## src/hw/rtl/lla_pkg.sv

```systemverilog
// Shared types, constants and register codes of the life-like automaton core.
package lla_pkg;

    localparam int MAX_WIDTH_DEF  = 64;
    localparam int MAX_HEIGHT_DEF = 64;

    localparam int OP_W      = 2;
    localparam int COORD_W   = 6;
    localparam int SIZE_W    = 7;
    localparam int MASK_W    = 9;
    localparam int CFG_IDX_W = 2;
    localparam int CFG_DATA_W = 9;
    localparam int COUNT_W   = 4;

    localparam logic [OP_W-1:0] OP_WRITE   = 2'd0;
    localparam logic [OP_W-1:0] OP_READ    = 2'd1;
    localparam logic [OP_W-1:0] OP_ADVANCE = 2'd2;
    localparam logic [OP_W-1:0] OP_NOP     = 2'd3;

    localparam logic [CFG_IDX_W-1:0] REG_GRID_WIDTH   = 2'd0;
    localparam logic [CFG_IDX_W-1:0] REG_GRID_HEIGHT  = 2'd1;
    localparam logic [CFG_IDX_W-1:0] REG_BORN_MASK    = 2'd2;
    localparam logic [CFG_IDX_W-1:0] REG_SURVIVE_MASK = 2'd3;

    localparam logic [SIZE_W-1:0] GRID_WIDTH_RST   = 7'd64;
    localparam logic [SIZE_W-1:0] GRID_HEIGHT_RST  = 7'd64;
    localparam logic [MASK_W-1:0] BORN_MASK_RST    = 9'd8;
    localparam logic [MASK_W-1:0] SURVIVE_MASK_RST = 9'd12;

    localparam logic [SIZE_W-1:0] MIN_SIZE = 7'd3;

    typedef struct packed {
        logic [MASK_W-1:0] born;
        logic [MASK_W-1:0] survive;
    } rule_t;

    typedef enum logic [2:0] {
        ST_CLEAR,
        ST_IDLE,
        ST_CELL,
        ST_GEN_PREV,
        ST_GEN_CUR,
        ST_GEN_ROW,
        ST_RESP
    } state_t;

endpackage

```

## src/hw/rtl/lla_grid_mem.sv

```systemverilog
// Row-wide grid memory: one write port, one read port, registered read data.
module lla_grid_mem #(
    parameter int DEPTH = lla_pkg::MAX_HEIGHT_DEF,
    parameter int WIDTH = lla_pkg::MAX_WIDTH_DEF
) (
    input  logic                     clk,
    input  logic                     we,
    input  logic [$clog2(DEPTH)-1:0] waddr,
    input  logic [WIDTH-1:0]         wdata,
    input  logic                     re,
    input  logic [$clog2(DEPTH)-1:0] raddr,
    output logic [WIDTH-1:0]         rdata
);

    logic [WIDTH-1:0] mem [DEPTH];

    always_ff @(posedge clk)
    begin
        if (we)
        begin
            mem[waddr] <= wdata;
        end
    end

    always_ff @(posedge clk)
    begin
        if (re)
        begin
            rdata <= mem[raddr];
        end
    end

endmodule

```

## config.mk

```make
export PLATFORM = sky130hd
export DESIGN_NAME = lla_grid_mem
export DESIGN_NICKNAME = d
export VERILOG_FILES = /design/src/hw/rtl/lla_pkg.sv /design/src/hw/rtl/lla_grid_mem.sv
export SDC_FILE = /design/constraint.sdc
export NUM_CORES = 2
export LEC_CHECK = 0
export BUFFER_PORTS_ARGS = -buffer_cell sky130_fd_sc_hd__buf_4
export CORE_ASPECT_RATIO = 0.75
export CORE_MARGIN = 2
export CORE_UTILIZATION = 45
export CTS_BUF_LIST = sky130_fd_sc_hd__clkbuf_4
export DETAILED_ROUTE_END_ITERATION = 6
export GPL_TIMING_DRIVEN = 0
export HOLD_SLACK_MARGIN = 0.12
export PLACE_DENSITY = 0.71
export SETUP_SLACK_MARGIN = 0.4
export SLEW_MARGIN = 20
export SYNTH_ARGS = -nofsm -noshare
export SYNTH_HDL_FRONTEND = slang
export SYNTH_SLANG_ARGS = --single-unit
```

## constraint.sdc

```tcl
create_clock -name clk -period 7.7 [get_ports clk]
set_clock_uncertainty 0.1 [all_clocks]
set_input_delay 0 -clock clk [delete_from_list [all_inputs] [get_ports clk]]
set_output_delay 0 -clock clk [all_outputs]
set_load 0.005 [all_outputs]
```

==> results.cfg <==
[final_layout]
fillers = 25600
mostFrequentLayoutCells = edfxtp_1, clkbuf_4, mux4_2, dlygate4sd3_1, clkinv_1
mostFrequentLayoutCell = edfxtp_1
syn_to_final_growth_pct = 18.75
final_cells = 13650
fin_nets = 8319
layout-drive-gt1-share_pct = 36.54

[yosys]
syn_nets = 6677
synth_top_family_by_area = multiplexers
synth_edf_count = 4160
synthAdderAreaFrac_pct = 0
synth-xor-area-share_pct = 0
synth_warnings = 0
muxShareOfSynthArea_pct = 15.55
synth_simple_gate_area_share_pct = 1.235
seq_area_frac_synth_pct = 79.57
synth.distinct_cells = 32
async_reset_ff_share_pct = 0
synth_compound_area_share_pct = 2.467
synthCells = 6598
ys.flop_type = edfxtp_1
syn_avg_cell_area_sq_um = 23.79
synth-seq-cells = 4160
synth_area_sq_mm = 0.1570

[grt]
grt_max_degree = 65
globalRouteOverflowTotal = 0
grt_pass1_wl_mm = 605.1
track_usage_pct = 24.18
antenna_found_initial = 53
grt_pass1_vias = 82500

[sta]
max_freq_mhz = 239.3
setup_tns_ns = 0
slew_headroom_pct = 8.741
post-route-period-util_pct = 54.27
rsz0062_at_grt = no
finalSetupViolCount = 0
hold_violations = 0
hold_ws_ns = 0.3048
worst_slew_pin_slew_ns = 1.369
fin_crit_ns = 4.179
maxSlewViolCount = 0

[cts]
cts_tree = yes
cts_max_level = 6
clk_latency_ns = 1.69
ctsLongestPathBuffers = 4
ctsRootBufferMaster = clkbuf_4
clkTransAtPathRegs_ns = 0.07
clkSinkCount = 4160
numCtsBuffers = 942

[placed_design]
gp_congestion = 0.8758
portBuffers = 134
hpwl_mm = 288.7
dp.cells = 11620

[worst_setup_path]
crit_slowest_cell = dlygate4sd3_1
worst-path-max-fanout = 8
required_ns = 8.91
cpPeakStageDelay_ns = 0.89
cpMostUsedCell = dlygate4sd3_1
crit_type = in -> reg
arrival_ns = 5.39
endpoint_kind = register
cp-start-kind = input port
crit_chain = dlygate4sd3_1, buf_4, dlygate4sd3_1, nor2b_1, nand4b_1, dlygate4sd3_1, dlygate4sd3_1, nor3_2, dlygate4sd3_1, buf_6, buf_6, buf_6, buf_4, buf_4, buf_4

[detailed_routing]
vias = 82490
routed_wl_mm = 431.9
first_pass_iters = 7
drc = 4
ant_nets = 0
wire_per_inst_microns = 31.65
dr.first_iter.drc_count = 13630
vias_per_cell = 6.045

[floorplan]
start_util_pct = 45.27
dieHeight_microns = 515.5
placementRows = 187
io_pins = 143
die-width_microns = 686.0
dieArea_sq_mm = 0.3537
coreArea_sq_mm = 0.3468

[power]
peakVddDrop_uv = 158.4
p_per_area_mw_per_mm2 = 242.4
p_leak_nw = 59.73

[flow_run]
cap_violations = 0

[run_status]
status = complete, but fails checks
violations = design-rule violations

[min_path]
hold_path_class = in -> reg
## power by group
| group | internal [mW] | total, mW | switching, mW |
|---|---|---|---|
| sequential | 25.1 | 25.1 | 0.0546 |
| combinational | 1.02 | 2.75 | 1.74 |
| clock | 8.48 | 17.3 | 8.80 |
| total | 34.6 | 45.2 | 10.6 |
## kinds of logic after synthesis
group | count (synthesis)
compound gates | 504
buf+inv | 389
flops | 4160
mux | 1159
simple gates | 386
## final cells by class
class                           instances  area (sq um)  area share, %
Timing Repair Buffer                  698         10820          5.803
Tap cell                             4630          5793          3.107
Clock inverter                        324          1862         0.9986
Clock buffer                         1363         10230          5.489
Multi-Input combinational cell       2049         30870          16.56
Antenna cell                           32         80.08        0.04295
Sequential cell                      4160        124900          67.01
Buffer                                370          1787         0.9584
Inverter                               19         71.32        0.03825
## per-stage QoR
step | utilization (%) | power, mW | instance area [sq um] | setup slack (ns)
6_report | 53.77 | 45.18 | 186400 | 3.521
3_5_place_dp | 49.01 | 28.12 | 169900 | 3.127
2_1_floorplan | - | 26.81 | 157000 | 2.164
3_3_place_gp | 47.24 | 28.00 | 163800 | -3.885
5_1_grt | 53.74 | 46.61 | 186400 | 3.567
4_1_cts | 53.71 | 45.33 | 186200 | 3.967
## per-layer routing
| metal | part of all wire, % | wire length (microns) | track usage [%] |
|---|---|---|---|
| met3 | 16 | 67670 | 8.853 |
| met2 | 44 | 188100 | 34.72 |
| met5 | 0.054 | 234 | 0 |
| met1 | 37 | 160000 | 34.06 |
| met4 | 3.7 | 15850 | 8.913 |
## cells in the mapped netlist (29+ instances only)
master / instances / area share, %
mux2i_1: 135 / 0.86
and3_1: 64 / 0.26
edfxtp_1: 4160 / 80
nand3_1: 45 / 0.14
a211oi_1: 63 / 0.30
buf_2: 170 / 0.54
o221ai_1: 38 / 0.21
a22o_1: 88 / 0.49
or3_1: 29 / 0.12
o22ai_1: 83 / 0.33
a22oi_1: 168 / 0.80
nand2_1: 58 / 0.14
buf_4: 34 / 0.16
clkbuf_1: 140 / 0.33
nor2_1: 112 / 0.27
mux4_2: 1024 / 15
## sequential cells by signal, summed over array words and instances (netlist names)
| register | flops |
|---|---|
| mem | 4096 |
| rdata | 64 |
## worst max-delay path: cells and delay by family
kind          cells  cell delay, ns
simple gates      3            0.63
buf+inv          12            4.74
## worst paths after layout
check              startpoint           to  slack (ns)  depth (start not counted)
hold reg to reg   mem[54][32]    rdata[32]        0.85                          4
setup / recovery     waddr[4]  mem[48][21]        3.52                         15
setup reg to reg  mem[56][18]    rdata[18]        4.26                          7
hold / removal       waddr[5]  mem[37][62]        0.30                          5
## timing repair
item | 4_1_cts | 5_1_grt
buffers inserted | 0 | 0
hold buffers | 308 | 0
resized for setup | 0 | 0
endpoints found under the hold margin | 8315 | 0
Power figures use the tool's default switching activity.
